==> config.mk <==
export PLATFORM = sky130hd
export DESIGN_NAME = hll_ctrl
export DESIGN_NICKNAME = d
export VERILOG_FILES = /design/src/rtl/hll_pkg.sv /design/src/rtl/hll_ctrl.sv
export SDC_FILE = /design/constraint.sdc
export NUM_CORES = 1
export LEC_CHECK = 0
export BUFFER_PORTS_ARGS = -buffer_cell sky130_fd_sc_hd__buf_2
export CAP_MARGIN = 20
export CORE_MARGIN = 5
export CORE_UTILIZATION = 43
export DETAILED_ROUTE_END_ITERATION = 7
export GPL_ROUTABILITY_DRIVEN = 0
export HOLD_SLACK_MARGIN = 0.02
export PLACE_DENSITY = 0.77
export SLEW_MARGIN = 0
export SYNTH_ARGS = -nofsm -noshare
export SYNTH_HDL_FRONTEND = slang
export SYNTH_SLANG_ARGS = --single-unit
==> constraint.sdc <==
create_clock -name clk -period 1.55 [get_ports clk]
set_input_delay 0.155 -clock clk [delete_from_list [all_inputs] [get_ports clk]]
set_output_delay 0.155 -clock clk [all_outputs]
set_load 0.01 [all_outputs]
==> src/rtl/hll_pkg.sv <==
package hll_pkg;

  localparam int MAX_PRECISION = 16;
  localparam int MIN_PRECISION = 4;
  localparam int STORE_DEPTH = 1 << MAX_PRECISION;
  localparam int ADDR_W = MAX_PRECISION;
  localparam int RANK_W = 5;
  localparam int ZQ_W = 49;
  localparam int NUM_W = 109;
  localparam int DEN_W = 79;
  localparam int DIV_STEPS = NUM_W;
  localparam int SQ_STEPS = 32;
  localparam logic [4:0] PREC_RESET = 5'd10;
  localparam logic [31:0] LN2_Q32 = 32'd2977044472;
  localparam logic [63:0] EST_MAX = (64'd1 << 50) - 64'd1;
  localparam logic [63:0] TWO_48 = 64'd1 << 48;
  localparam logic [63:0] LARGE_LO = TWO_48 / 64'd30;

  localparam logic CMD_ADD = 1'b0;
  localparam logic CMD_EST = 1'b1;

  localparam logic [1:0] MODE_RAW = 2'd0;
  localparam logic [1:0] MODE_SMALL = 2'd1;
  localparam logic [1:0] MODE_LARGE = 2'd2;

  typedef struct packed {
    logic        cmd;
    logic [31:0] hash_word;
  } in_item_t;

  typedef struct packed {
    logic [49:0] estimate_q16;
    logic [16:0] empty_count;
    logic [1:0]  range_mode;
  } out_item_t;

  typedef enum logic [4:0] {
    ST_CLEAR, ST_IDLE, ST_ADD_RD, ST_ADD_WR, ST_EST_WALK, ST_EST_DRAIN,
    ST_DEN0, ST_DEN1, ST_DEN2, ST_DIV, ST_RANGE, ST_NORM, ST_SQ_MUL,
    ST_SQ_UPD, ST_LN0, ST_LN1, ST_LN2, ST_FIN
  } state_t;

  typedef enum logic [2:0] {
    MUL_NONE, MUL_DEN_LO, MUL_DEN_HI, MUL_SQ, MUL_LN_LO, MUL_LN_HI
  } mul_op_t;

  typedef enum logic [1:0] {
    ACC_NONE, ACC_LOAD, ACC_ADD_HI
  } acc_op_t;

  typedef struct packed {
    logic    cap_hash;
    logic    mem_clr;
    logic    add_rd;
    logic    add_wr;
    logic    walk_rd;
    logic    cnt_clr;
    logic    cnt_inc;
    logic    est_init;
    mul_op_t mul_op;
    acc_op_t acc_op;
    logic    div_init;
    logic    div_step;
    logic    range_eval;
    logic    norm_step;
    logic    sq_init;
    logic    sq_upd;
    logic    out_load;
  } dp_cmd_t;

  typedef struct packed {
    logic       clear_last;
    logic       walk_last;
    logic       div_last;
    logic       sq_last;
    logic       norm_done;
    logic [1:0] mode_next;
    logic       out_free;
  } dp_status_t;

endpackage

==> src/rtl/hll_ctrl.sv <==
module hll_ctrl (
  input  logic                clk,
  input  logic                rst,
  input  logic                in_valid,
  input  logic                in_cmd,
  output logic                in_stall,
  input  hll_pkg::dp_status_t st,
  output hll_pkg::dp_cmd_t    cmd
);

  hll_pkg::state_t state, state_next;

  always_ff @(posedge clk) begin
    if (rst) begin
      state <= hll_pkg::ST_CLEAR;
    end else begin
      state <= state_next;
    end
  end

  always_comb begin
    state_next = state;
    cmd = '0;
    cmd.mul_op = hll_pkg::MUL_NONE;
    cmd.acc_op = hll_pkg::ACC_NONE;
    in_stall = (state != hll_pkg::ST_IDLE);
    unique case (state)
      hll_pkg::ST_CLEAR: begin
        cmd.mem_clr = 1'b1;
        cmd.cnt_inc = 1'b1;
        if (st.clear_last) state_next = hll_pkg::ST_IDLE;
      end
      hll_pkg::ST_IDLE: begin
        if (in_valid) begin
          cmd.cap_hash = 1'b1;
          if (in_cmd == hll_pkg::CMD_ADD) begin
            state_next = hll_pkg::ST_ADD_RD;
          end else begin
            cmd.cnt_clr = 1'b1;
            cmd.est_init = 1'b1;
            state_next = hll_pkg::ST_EST_WALK;
          end
        end
      end
      hll_pkg::ST_ADD_RD: begin
        cmd.add_rd = 1'b1;
        state_next = hll_pkg::ST_ADD_WR;
      end
      hll_pkg::ST_ADD_WR: begin
        cmd.add_wr = 1'b1;
        state_next = hll_pkg::ST_IDLE;
      end
      hll_pkg::ST_EST_WALK: begin
        cmd.walk_rd = 1'b1;
        cmd.cnt_inc = 1'b1;
        if (st.walk_last) state_next = hll_pkg::ST_EST_DRAIN;
      end
      hll_pkg::ST_EST_DRAIN: state_next = hll_pkg::ST_DEN0;
      hll_pkg::ST_DEN0: begin
        cmd.mul_op = hll_pkg::MUL_DEN_LO;
        cmd.div_init = 1'b1;
        cmd.cnt_clr = 1'b1;
        state_next = hll_pkg::ST_DEN1;
      end
      hll_pkg::ST_DEN1: begin
        cmd.mul_op = hll_pkg::MUL_DEN_HI;
        cmd.acc_op = hll_pkg::ACC_LOAD;
        state_next = hll_pkg::ST_DEN2;
      end
      hll_pkg::ST_DEN2: begin
        cmd.acc_op = hll_pkg::ACC_ADD_HI;
        state_next = hll_pkg::ST_DIV;
      end
      hll_pkg::ST_DIV: begin
        cmd.div_step = 1'b1;
        cmd.cnt_inc = 1'b1;
        if (st.div_last) state_next = hll_pkg::ST_RANGE;
      end
      hll_pkg::ST_RANGE: begin
        cmd.range_eval = 1'b1;
        if (st.mode_next == hll_pkg::MODE_RAW) state_next = hll_pkg::ST_FIN;
        else state_next = hll_pkg::ST_NORM;
      end
      hll_pkg::ST_NORM: begin
        cmd.norm_step = 1'b1;
        if (st.norm_done) begin
          cmd.sq_init = 1'b1;
          cmd.cnt_clr = 1'b1;
          state_next = hll_pkg::ST_SQ_MUL;
        end
      end
      hll_pkg::ST_SQ_MUL: begin
        cmd.mul_op = hll_pkg::MUL_SQ;
        state_next = hll_pkg::ST_SQ_UPD;
      end
      hll_pkg::ST_SQ_UPD: begin
        cmd.sq_upd = 1'b1;
        cmd.cnt_inc = 1'b1;
        state_next = st.sq_last ? hll_pkg::ST_LN0 : hll_pkg::ST_SQ_MUL;
      end
      hll_pkg::ST_LN0: begin
        cmd.mul_op = hll_pkg::MUL_LN_LO;
        state_next = hll_pkg::ST_LN1;
      end
      hll_pkg::ST_LN1: begin
        cmd.mul_op = hll_pkg::MUL_LN_HI;
        cmd.acc_op = hll_pkg::ACC_LOAD;
        state_next = hll_pkg::ST_LN2;
      end
      hll_pkg::ST_LN2: begin
        cmd.acc_op = hll_pkg::ACC_ADD_HI;
        state_next = hll_pkg::ST_FIN;
      end
      hll_pkg::ST_FIN: begin
        if (st.out_free) begin
          cmd.out_load = 1'b1;
          state_next = hll_pkg::ST_IDLE;
        end
      end
      default: state_next = hll_pkg::ST_IDLE;
    endcase
  end

endmodule

# Yosys cells after proc, flatten, opt, wreduce, memory -nomap -nowiden
# Index checks and enable logic that the tools add are counted.
classes:
  eq_ne: 24
  n_mux: 31
  n_reduce_logical: 6
op_table:
  columns: ["operator", "count"]
  rows:
  - ["case mux 5 bit (17 select lines)", 1]
  - ["equality test 5 x 4 -> 1 bit (second input constant)", 8]
  - ["2-to-1 mux 5 bit", 7]
  - ["equality test 5 x 3 -> 1 bit (second input constant)", 4]
  - ["2-to-1 mux 1 bit", 17]
  - ["case mux 3 bit (5 select lines)", 1]
  - ["!= test 2 bit (second input constant)", 6]
  - ["equality test 5 x 2 -> 1 bit (second input constant)", 2]
  - ["equality test 5 bit (second input constant)", 2]
  - ["AND reduction 6 bit", 1]
  - ["equality test 5 x 1 -> 1 bit (second input constant)", 1]
  - ["logical NOT 5 bit", 1]
  - ["!= test 5 x 1 -> 1 bit (second input constant)", 1]
  - ["2-to-1 mux 2 bit", 2]
  - ["case mux 2 bit (2 select lines)", 1]
  - ["OR reduction 2 bit", 2]
  - ["OR reduction 4 bit", 1]
  - ["2-to-1 mux 3 bit", 1]
  - ["case mux 1 bit (3 select lines)", 1]
  - ["logical NOT 2 bit", 1]
word_totals:
  register_bits: 5
  input_bits: 12
  output_inout_bits: 21
  word_cells: 62

# Depth between registers and ports, before layout
# Gate-level depths: netlist of the first run.
logic_depth:
  ltp_word: 3
  depth_mapped: 5
  mapped_depth_nobuf: 4

# Least setup slack after synthesis of the first run
# OpenSTA, ideal clock, no wires.
synth_timing:
  path_type: "register to output"
  from: "register state[0]"
  to: "output port cmd[14] in the netlist's numbering"
  t_arrival_ps: 1292
  slack_ps: 103
  stages_incl_launch_ff: 6
  n_path_buf: 1
  cell_sequence: "dfxtp_1 > buf_4 > nor2b_1 > and4b_1 > and2_1 > o21bai_1"
synth_rtl:
  columns: ["element", "line_no", "source"]
  rows:
  - ["start: declaration", "hll_ctrl.sv:11", "hll_pkg::state_t state, state_next;"]
  - ["start signal: assignment", "hll_ctrl.sv:15", "state <= hll_pkg::ST_CLEAR;"]
  - ["start signal: assignment", "hll_ctrl.sv:17", "state <= state_next;"]
  - ["end: declaration", "hll_ctrl.sv:8", "output hll_pkg::dp_cmd_t cmd"]

# Final worst setup path of the first run
layout_timing:
  from: "register state[1]"
  to: "output port in_stall"
layout_between:
  elab_chain_cells: 1
layout_rtl:
  columns: ["element", "line_no", "source"]
  rows:
  - ["!= test 5 x 1 -> 1 bit", "hll_ctrl.sv:26", "in_stall = (state != hll_pkg::ST_IDLE);"]
  - ["end: declaration", "hll_ctrl.sv:6", "output logic in_stall,"]
# Every way passes these cells.

==> results of run 1 <==
-- area by class of cell --
cell class / count / area share (%)
clock buffers: 4 / 2.72
repair buffers: 44 / 28.1
flip-flops and latches: 5 / 12.0
well taps: 15 / 1.94
multi-input cells: 81 / 55.2
-- cells in the mapped netlist --
master	n	area share (%)
sky130_fd_sc_hd__nand2b_2	1	1.4
sky130_fd_sc_hd__and3_1	2	2.0
sky130_fd_sc_hd__a21oi_1	9	7.2
sky130_fd_sc_hd__or4_1	1	1.2
sky130_fd_sc_hd__buf_4	2	2.4
sky130_fd_sc_hd__o21ai_1	1	0.80
sky130_fd_sc_hd__xor2_1	1	1.4
sky130_fd_sc_hd__a22oi_1	1	1.2
sky130_fd_sc_hd__and2_1	3	3.0
sky130_fd_sc_hd__clkbuf_1	3	1.8
sky130_fd_sc_hd__nand2b_1	5	5.0
sky130_fd_sc_hd__nor2_1	15	9.0
sky130_fd_sc_hd__mux2i_1	3	4.8
sky130_fd_sc_hd__a311oi_1	1	1.4
sky130_fd_sc_hd__xnor2_1	1	1.4
sky130_fd_sc_hd__dfxtp_1	5	16
sky130_fd_sc_hd__nand2_1	10	6.0
sky130_fd_sc_hd__a21o_1	1	1.2
sky130_fd_sc_hd__buf_2	4	3.2
sky130_fd_sc_hd__o2bb2ai_1	2	2.8
sky130_fd_sc_hd__a31oi_1	2	2.0
sky130_fd_sc_hd__a32oi_1	1	1.4
sky130_fd_sc_hd__nand3_1	3	2.4
sky130_fd_sc_hd__nor3_1	3	2.4
sky130_fd_sc_hd__mux2_2	1	1.8
sky130_fd_sc_hd__nor2b_1	2	2.0
sky130_fd_sc_hd__nor4_1	3	3.0
sky130_fd_sc_hd__or2_2	2	2.0
sky130_fd_sc_hd__and2b_2	1	1.4
sky130_fd_sc_hd__nand4b_1	2	2.8
sky130_fd_sc_hd__nand3b_1	1	1.2
sky130_fd_sc_hd__o21bai_1	1	1.2
sky130_fd_sc_hd__and4b_1	2	3.2
-- cell usage in the layout (no fill, tap or decap), types with 2 or more instances in the layout --
master / netlist / final
sky130_fd_sc_hd__buf_6: 0 / 3
sky130_fd_sc_hd__nand3_1: 3 / 3
sky130_fd_sc_hd__buf_4: 2 / 9
sky130_fd_sc_hd__nand4b_1: 2 / 2
sky130_fd_sc_hd__nor2_4: 0 / 2
sky130_fd_sc_hd__or2_2: 2 / 2
sky130_fd_sc_hd__nor3_1: 3 / 3
sky130_fd_sc_hd__nor2_1: 15 / 12
sky130_fd_sc_hd__nand2b_4: 0 / 2
sky130_fd_sc_hd__nand2b_1: 5 / 4
sky130_fd_sc_hd__mux2i_1: 3 / 3
sky130_fd_sc_hd__and2_1: 3 / 2
sky130_fd_sc_hd__buf_2: 4 / 31
sky130_fd_sc_hd__clkbuf_4: 0 / 3
sky130_fd_sc_hd__and4b_1: 2 / 2
sky130_fd_sc_hd__nand2_1: 10 / 10
sky130_fd_sc_hd__o2bb2ai_1: 2 / 2
sky130_fd_sc_hd__a31oi_1: 2 / 2
sky130_fd_sc_hd__nor4_1: 3 / 2
sky130_fd_sc_hd__dfxtp_4: 0 / 4
sky130_fd_sc_hd__a21oi_1: 9 / 9
sky130_fd_sc_hd__and3_1: 2 / 2
-- power by group through the flow --
stage / logic, mW / clock network (mW) / registers [mW]
after floorplan: 0.0798 / 0 / 0.136
after global placement: 0.130 / 0 / 0.139
after detailed placement: 0.132 / 0 / 0.139
after CTS: 0.140 / 0.158 / 0.137
after global routing: 0.170 / 0.169 / 0.134
final: 0.156 / 0.164 / 0.133
-- worst register-to-register path, stage by stage (launching register included) --
cell,delay [ns]
sky130_fd_sc_hd__dfxtp_2,0.35
sky130_fd_sc_hd__buf_6,0.18
sky130_fd_sc_hd__nor4_4,0.05
sky130_fd_sc_hd__buf_4,0.14
sky130_fd_sc_hd__buf_4,0.13
sky130_fd_sc_hd__a32oi_1,0.21
sky130_fd_sc_hd__nand3_1,0.13
sky130_fd_sc_hd__o2bb2ai_1,0.18
-- worst paths after layout --
check,startpoint,to,depth (start not counted)
max,state[1],in_stall,5
min,rst,state[4],2
max reg2reg,state[0],state[2],7
min reg2reg,state[2],state[4],3
-- through the flow --
| stage | TNS [ns] | total power, mW | std cells |
|---|---|---|---|
| 3_5_place_dp | 0 | 0.270 | 143 |
| 2_1_floorplan | 0 | 0.216 | 95 |
| 6_report | 0 | 0.453 | 149 |
| 4_1_cts | 0 | 0.436 | 148 |
| 3_3_place_gp | 0 | 0.269 | 143 |
| 5_1_grt | -0.0563 | 0.472 | 149 |
-- cells by family (layout without fill, tap and decap cells) --
kind of cell,after synthesis,in the layout,synth area share [%]
AND/OR/NAND/NOR,56,56,48.0
AO/OA/AOI/OAI,19,19,19.2
buffers and inverters,9,48,7.40
flip-flops,5,5,16.0
multiplexers,4,4,6.60
XOR/XNOR,2,2,2.80
-- metal layers --
layer	up-vias	global-route usage, %	share of wire, %
li1	417	-	-
met1	368	23.8	38
met2	48	33.1	50
met3	10	4.43	9.7
met4	0	4.84	2.0
met5	-	0	0
-- repair_timing --
action                                 CTS  global route
pin swaps                                0             3
buffers inserted                         1             1
endpoints found under the hold margin    0             0
gates resized for setup                  8            18
setup endpoints to repair                7             7
==> metrics, run 1 <==
largest reg by FF count=state; final worst setup slack=~0.0075 ns; critical setup path kind=flip-flop to output port; die area=~0.0023 mm^2; registers with the highest flip-flop counts=state (5); tightest slew margin relative to the limit=71.5%; die boundary height=48.1 um; FF/Latch Area=approximately 120 um^2; pre-CTS WS=0.109 ns; number of I/O pins=33; count of input and output buffers=32; final number of max-transition violations=0; layout cell share with drive strength beyond 1=approximately 48%; width of the die=around 48 um; cells traversed along the worst timing path=nor2b_4 -> buf_4 -> nand2_1 -> or2_2 -> buf_6; remaining routing DRC violations=0; Mapped Avg Cell Area=between 6 and 7 um^2; Worst Clk Skew=0.0103 ns; Hold Slack=between 0.1 and 0.15 ns; detailed-route wire length=approximately 2200 um; drt initial violations=44; pin count of the biggest net entering global routing=17; Setup Viol. Count Final=0; combined buffer and inverter count along the critical path=2; via count of the first global-routing pass=around 740; post-layout net count=147; Synth Warn #=0; flip-flop count of the largest register, all copies and words added=5; first-pass GRT wire length=3200 um; Pleak=0.446 nW; synthesized netlist net count=107; core occupancy in the finished layout=between 70% and 80%; router iterations before antenna repair=4; family with the most delay on the worst path=simple AND/OR/NAND/NOR gates; cts bufs inserted=3; portion of the clock cycle consumed by the worst path in the final layout=about 100%; RSZ-0062 raised after global routing=true; half-perimeter wire length after placement=~1600 um; Max-cap violations=0; Worst Setup End Kind=output port; slowest cell on the critical path=sky130_fd_sc_hd__dfxtp_4; proportion of power drawn by flip-flops and latches=~29%; worst skew pair latency=0.26 ns; total number of vias=between 800 and 900; worst min-delay path class=input pin to flip-flop; run status=completed; Synth-to-Final Area Change=54.6%; share of the yosys chip area belonging to registers=between 15 and 20%; arrival time at the worst endpoint=1.39 ns; clock input transition at the sequential cells of the worst setup and hold paths=0.05 ns; library cells used by synthesis=33; CTS Buffer Depth=2; net switching fraction of the power=33.1%; H-Tree Level Count=1; effective utilization at floorplan=46.9%; average via count per standard cell=between 5 and 6; routed length per instance=about 14 um; standard-cell row count=13; area of the multi-input gates=~530 um^2; number of clock sinks=5; Startpoint Class=flip-flop; initial antenna violation count=0; Detail Route Antenna Nets=0; Final Cell Area=967 um^2; fill cell instance count of the final layout=113; number of register bits inferred by synthesis=5; Mapped Area=about 630 um^2; R2R Setup Slk=0.10 ns; Root Driver=sky130_fd_sc_hd__clkbuf_4; core area=about 0.0013 mm^2; global route total overflow=0; Cell Area, Placed=833 um^2; Final Hold Viols=0; slowest cell delay on critical path=0.38 ns; TritonCTS clock tree=built; Hold Buf Count CTS=0; f_max=~0.65 GHz; Comb power frac=between 30% and 40%; Clk network pwr share=between 30 and 40%; slew at the pin closest to its max-slew limit=0.424 ns; total routing resource utilization after global routing=a little under a fifth; internal power=~0.30 mW; minimum clock period after layout=~1.5 ns; count of inserted antenna diode cells=0; largest fanout on the critical path=7; data required time of the critical path=approximately 1.4 ns; count of mapped cells out of synthesis=95; net switching component of the power=0.150 mW; worst vdd rail ir drop=0.270 mV; P per Cell Area=468 mW/mm^2
Note: power is estimated with default switching activity, not from simulation.
==> run 2, diff against run 1 <==
--- a/config.mk
+++ b/config.mk
@@ -12,7 +12,7 @@
 export DETAILED_ROUTE_END_ITERATION = 7
 export GPL_ROUTABILITY_DRIVEN = 0
 export HOLD_SLACK_MARGIN = 0.02
-export PLACE_DENSITY = 0.77
+export PLACE_DENSITY_LB_ADDON = 0.3
 export SLEW_MARGIN = 0
 export SYNTH_ARGS = -nofsm -noshare
 export SYNTH_HDL_FRONTEND = slang
==> run 2 against run 1 <==
Against the previous run: core utilization increased by 2.5 points; sequential power about the same; non-clock buffer count increased by 3; hold slack improved by 0.0089 ns; wire length increased by 11%.
==> metrics, run 2 (same netlist as run 1, synthesis figures left out) <==
internal power=roughly 0.32 mW; slew at the pin closest to its max-slew limit=approximately 0.44 ns; count of input and output buffers=32; registers with the highest flip-flop counts=state (5); count of placed standard cells including taps=between 100 and 150; Register-to-Register Path Depth=6; via count of the first global-routing pass=773; Worst Clk Skew=roughly 0.0014 ns; most frequent cells in the layout=sky130_fd_sc_hd__buf_2, sky130_fd_sc_hd__nor2_1, sky130_fd_sc_hd__buf_4, sky130_fd_sc_hd__nand2_1, sky130_fd_sc_hd__a21oi_1; Synth-to-Final Area Change=60.0%; half-perimeter wire length after placement=1670 um; critical setup path kind=flip-flop to output port; proportion of power drawn by flip-flops and latches=28.5%; router iterations before antenna repair=4; last element of the critical path=cmd[18]; Pleak=0.468 nW; Root Driver=sky130_fd_sc_hd__clkbuf_4; final number of max-transition violations=0; worst min-delay path class=input pin to flip-flop; count of inserted antenna diode cells=0; data required time of the critical path=1.39 ns; width of the die=a little under 50 um; RSZ-0062 raised after global routing=true; P per Cell Area=around 470 mW/mm^2; net switching fraction of the power=around 33%; Cells on Worst Hold Path=2; first-pass GRT wire length=approximately 3300 um; routed length per instance=15.8 um; tightest slew margin relative to the limit=a little over two thirds; minimum clock period after layout=~1.5 ns; layout cell share with drive strength beyond 1=around half; Cell Area, Placed=856 um^2; drt initial violations=28; remaining routing DRC violations=0; die area=roughly 0.0023 mm^2; Comb power frac=between 30% and 40%; CTS Buffer Depth=2; global route total overflow=0; detailed-route wire length=between 2000 and 2500 um; Worst Setup End Kind=output port; effective utilization at floorplan=46.9%; cts bufs inserted=3; f_max=between 0.6 and 0.7 GHz; Reg2Reg Launch Point=state[1]; portion of the clock cycle consumed by the worst path in the final layout=roughly 100%; die boundary height=roughly 48 um; launching instance or port of the critical path=state[0]; Final Hold Viols=0; Setup Viol. Count Final=0; Startpoint Class=flip-flop; arrival time at the worst endpoint=1.38 ns; most frequent standard cell in the layout excluding fill and tap cells=sky130_fd_sc_hd__buf_2; Detail Route Antenna Nets=0; average via count per standard cell=around 5.7; total number of vias=867; net switching component of the power=0.155 mW; largest reg by FF count=state; standard-cell row count=13; TritonCTS clock tree=built; Clk network pwr share=between 30% and 40%; flip-flop count of the largest register, all copies and words added=5; H-Tree Level Count=1; number of I/O pins=33; worst skew pair latency=between 0.2 and 0.3 ns; largest fanout on the critical path=10; core area=roughly 0.0013 mm^2; final standard cell count with taps included and fillers excluded=between 150 and 200; worst vdd rail ir drop=roughly 0.28 mV; pin count of the biggest net entering global routing=14; total routing resource utilization after global routing=roughly 20%; number of clock sinks=5; run status=completed; fill cell instance count of the final layout=between 100 and 150; Critical R2R Capture=state[2]; Max-cap violations=0; initial antenna violation count=0; clock input transition at the sequential cells of the worst setup and hold paths=approximately 0.05 ns; post-layout net count=150; R2R Setup Slk=~0.15 ns; Final Cell Area=roughly 0.001 mm^2
## run 2: cell count changes in the layout (fill, tap and decap cells not counted), moves of 2 or more
cell | previous run | this run
sky130_fd_sc_hd__nor2_4 | 2 | 0
sky130_fd_sc_hd__buf_4 | 9 | 11
sky130_fd_sc_hd__buf_6 | 3 | 6
sky130_fd_sc_hd__buf_2 | 31 | 29
## run 2: power groups by stage
stage	Sequential, mW	Combinational (mW)	Clock [mW]
floorplan	0.136	0.0798	0
global route	0.134	0.188	0.175
global placement	0.140	0.135	0
detailed placement	0.140	0.138	0
finish	0.134	0.174	0.163
CTS	0.135	0.145	0.165
## run 2: worst min path at each step
stage	start	end	slack, ns
after global routing	rst	state[4]	0.16
after global placement	rst	state[4]	0.40
after floorplan	rst	state[4]	0.22
after CTS	rst	state[4]	0.14
final	rst	state[4]	0.15
after detailed placement	rst	state[4]	0.41
## run 2: cell type report
class	count	area, um^2	share of cell area [%]
multi-input cells	81	527	52.6
repair buffers	47	310	31.0
flip-flops and latches	5	119	11.9
clock buffers	4	26.3	2.63
well taps	15	18.8	1.88
## run 2: what timing repair did
action,4_1_cts,5_1_grt
endpoints found under the setup margin,6,6
gates resized for setup,10,18
setup buffers,0,2
cloned,0,0
pin swaps,0,2
hold buffers,0,0
## run 2: per-layer routing
layer  up-vias  global-route usage (%)  routed length [um]
met5         -                       0                   0
met4         0                    5.38                  48
met3         6                    4.06                 174
met2        43                    33.9                1130
met1       394                    25.6                1040
li1        424                       -                   -
## run 2: per-stage QoR
stage          setup WS, ns  hold WS [ns]  util [%]  TNS (ns)  power (mW)
2_1_floorplan         0.103         0.224         -         0       0.216
3_5_place_dp          0.155         0.412      64.2         0       0.278
6_report             0.0117         0.147      75.0         0       0.471
3_3_place_gp          0.140         0.405      64.2         0       0.275
5_1_grt             -0.0307         0.157      75.0   -0.0843       0.497
4_1_cts             -0.0150         0.139      68.6   -0.0150       0.445
## run 2: worst max-delay path, cell delays in order, from the launching register on
cell and delay, ns:
sky130_fd_sc_hd__dfxtp_4 0.36, sky130_fd_sc_hd__buf_8 0.14, sky130_fd_sc_hd__nor4_4 0.21, sky130_fd_sc_hd__buf_4 0.17
sky130_fd_sc_hd__nor2b_4 0.14, sky130_fd_sc_hd__buf_6 0.10
==> run 3, diff against run 2 <==
==> constraint.sdc (replaced) <==
create_clock -name clk -period 1.5 [get_ports clk]
set_input_delay 0.15 -clock clk [delete_from_list [all_inputs] [get_ports clk]]
set_output_delay 0.15 -clock clk [all_outputs]
set_load 0.01 [all_outputs]
==> run 3 against run 2 <==
Against the previous run: the run now ends with negative setup slack left; wire length decreased by 5.7%; clock skew decreased by 0.00096 ns; die area unchanged; global-route usage increased by 1.9 points; flip-flop and latch count unchanged; hold slack got worse by 0.0095 ns; clock-buffer cell count unchanged; core utilization increased by 2.1 points.
==> metrics, run 3 (same netlist as run 1, synthesis figures left out) <==
arrival time at the worst endpoint=roughly 1.4 ns; critical setup path kind=flip-flop to output port; minimum clock period after layout=1.53 ns; number of I/O pins=33; slew at the pin closest to its max-slew limit=approximately 0.35 ns; Final Hold Viols=0; Synth-to-Final Area Change=64.4%; Worst Setup End Kind=output port; CTS Buffer Depth=2; die boundary height=between 40 and 50 um; pin count of the biggest net entering global routing=16; violated checks=negative setup slack; number of clock sinks=5; total routing resource utilization after global routing=21.9%; global routing met1 resource utilization=between 20% and 30%; run status=finished, violations left; via count of the first global-routing pass=799; width of the die=48.1 um; effective utilization at floorplan=between 40% and 50%; first-pass GRT wire length=3520 um; clock input transition at the sequential cells of the worst setup and hold paths=about 0.05 ns; die area=0.00232 mm^2; flip-flop count of the largest register, all copies and words added=5; largest fanout on the critical path=5; total number of vias=between 800 and 900; largest reg by FF count=state; initial antenna violation count=0; TritonCTS clock tree=built; pre-CTS WS=between 0.1 and 0.15 ns; portion of the clock cycle consumed by the worst path in the final layout=102%; global route total overflow=0; data required time of the critical path=~1.4 ns; remaining routing DRC violations=0; family with the most delay on the worst path=simple AND/OR/NAND/NOR gates; most frequent standard cell in the layout excluding fill and tap cells=sky130_fd_sc_hd__buf_2; drt initial violations=50; slowest cell delay on critical path=around 0.38 ns; cells traversed along the worst timing path=nor2_2 -> and4b_1 -> and2_4 -> o21bai_1 -> buf_2; layout cell share with drive strength beyond 1=52.9%; worst skew pair latency=approximately 0.26 ns; router iterations before antenna repair=4; most utilized layer in the global route result=met2; f_max=0.653 GHz; worst min-delay path class=input pin to flip-flop; count of input and output buffers=32; RSZ-0062 raised after global routing=true; Setup Viol. Count Final=4; average via count per standard cell=5.79; met3 global-route usage=2.58%; routed length per instance=roughly 15 um; Detail Route Antenna Nets=0; Pleak=between 0.4 and 0.5 nW; Worst Clk Skew=0.000420 ns; post-layout net count=about 150; count of inserted antenna diode cells=0; GR Layer Usage met2=34.9%; Startpoint Class=flip-flop; cts bufs inserted=3; final number of max-transition violations=0; combined buffer and inverter count along the critical path=1; standard-cell row count=13; H-Tree Level Count=1; P per Cell Area=about 480 mW/mm^2; half-perimeter wire length after placement=1650 um; registers with the highest flip-flop counts=state (5); Max-cap violations=0; Root Driver=sky130_fd_sc_hd__clkbuf_4; core area=0.00133 mm^2; tightest slew margin relative to the limit=~76%; most frequent cells in the layout=sky130_fd_sc_hd__buf_2, sky130_fd_sc_hd__buf_4, sky130_fd_sc_hd__nor2_1, sky130_fd_sc_hd__nand2_1, sky130_fd_sc_hd__a21oi_1; detailed-route wire length=around 2300 um; Hold Buf Count CTS=0; Hold Slack=~0.14 ns; worst vdd rail ir drop=roughly 0.34 mV; final worst setup slack=-0.0314 ns; slowest cell on the critical path=sky130_fd_sc_hd__dfxtp_4
run 3: cell count changes in the layout (fill, tap and decap cells not counted), sizes merged:
| cell | previous run | this run |
|---|---|---|
| buf | 47 | 50 |
run 3: worst register-to-register path, delay by kind of cell, from the launching register on:
| family | cells | cell delay [ns] |
|---|---|---|
| simple gates | 3 | 0.82 |
| flops | 1 | 0.36 |
| compound gates | 1 | 0.09 |
run 3: per-layer routing:
metal,vias to the layer above,share of wire [%]
met4,0,3.4
met1,411,42
met3,8,8.7
li1,429,-
met2,49,46
met5,-,0
run 3: final cells by class:
type,instances,area (um^2)
Clock buffer,4,26.3
Fill cell,101,305
Multi-Input combinational cell,81,546
Sequential cell,5,119
Tap cell,15,18.8
Timing Repair Buffer,50,319
run 3: stage by stage:
step	setup TNS [ns]	instances	total power, mW	util (%)	area [um^2]
floorplan	0	95	0.223	-	626
global placement	0	146	0.283	64.2	856
detailed placement	0	146	0.286	64.2	856
CTS	-0.0385	151	0.480	71.4	952
global route	-0.319	155	0.522	77.1	1030
finish	-0.0806	155	0.493	77.1	1030
run 3: path summary, 6_finish.rpt:
check / from / end / slack, ns / cells past startpoint
hold reg to reg: state[4] / state[3] / 0.61 / 2
setup / recovery: state[3] / cmd[14] / -0.03 / 5
setup reg to reg: state[4] / state[1] / 0.16 / 4
hold / removal: rst / state[4] / 0.14 / 2
run 3: power breakdown:
part	total, mW	switching [mW]	leakage [nW]	internal (mW)
Combinational	0.180	0.0859	0.416	0.0943
Sequential	0.137	0.00616	0.0444	0.131
Clock	0.176	0.0744	0.0150	0.102
run 3: what timing repair did:
item / CTS / global route
resized for setup: 19 / 12
endpoints found under the setup margin: 8 / 7
pin swaps: 1 / 5
setup buffers: 1 / 4
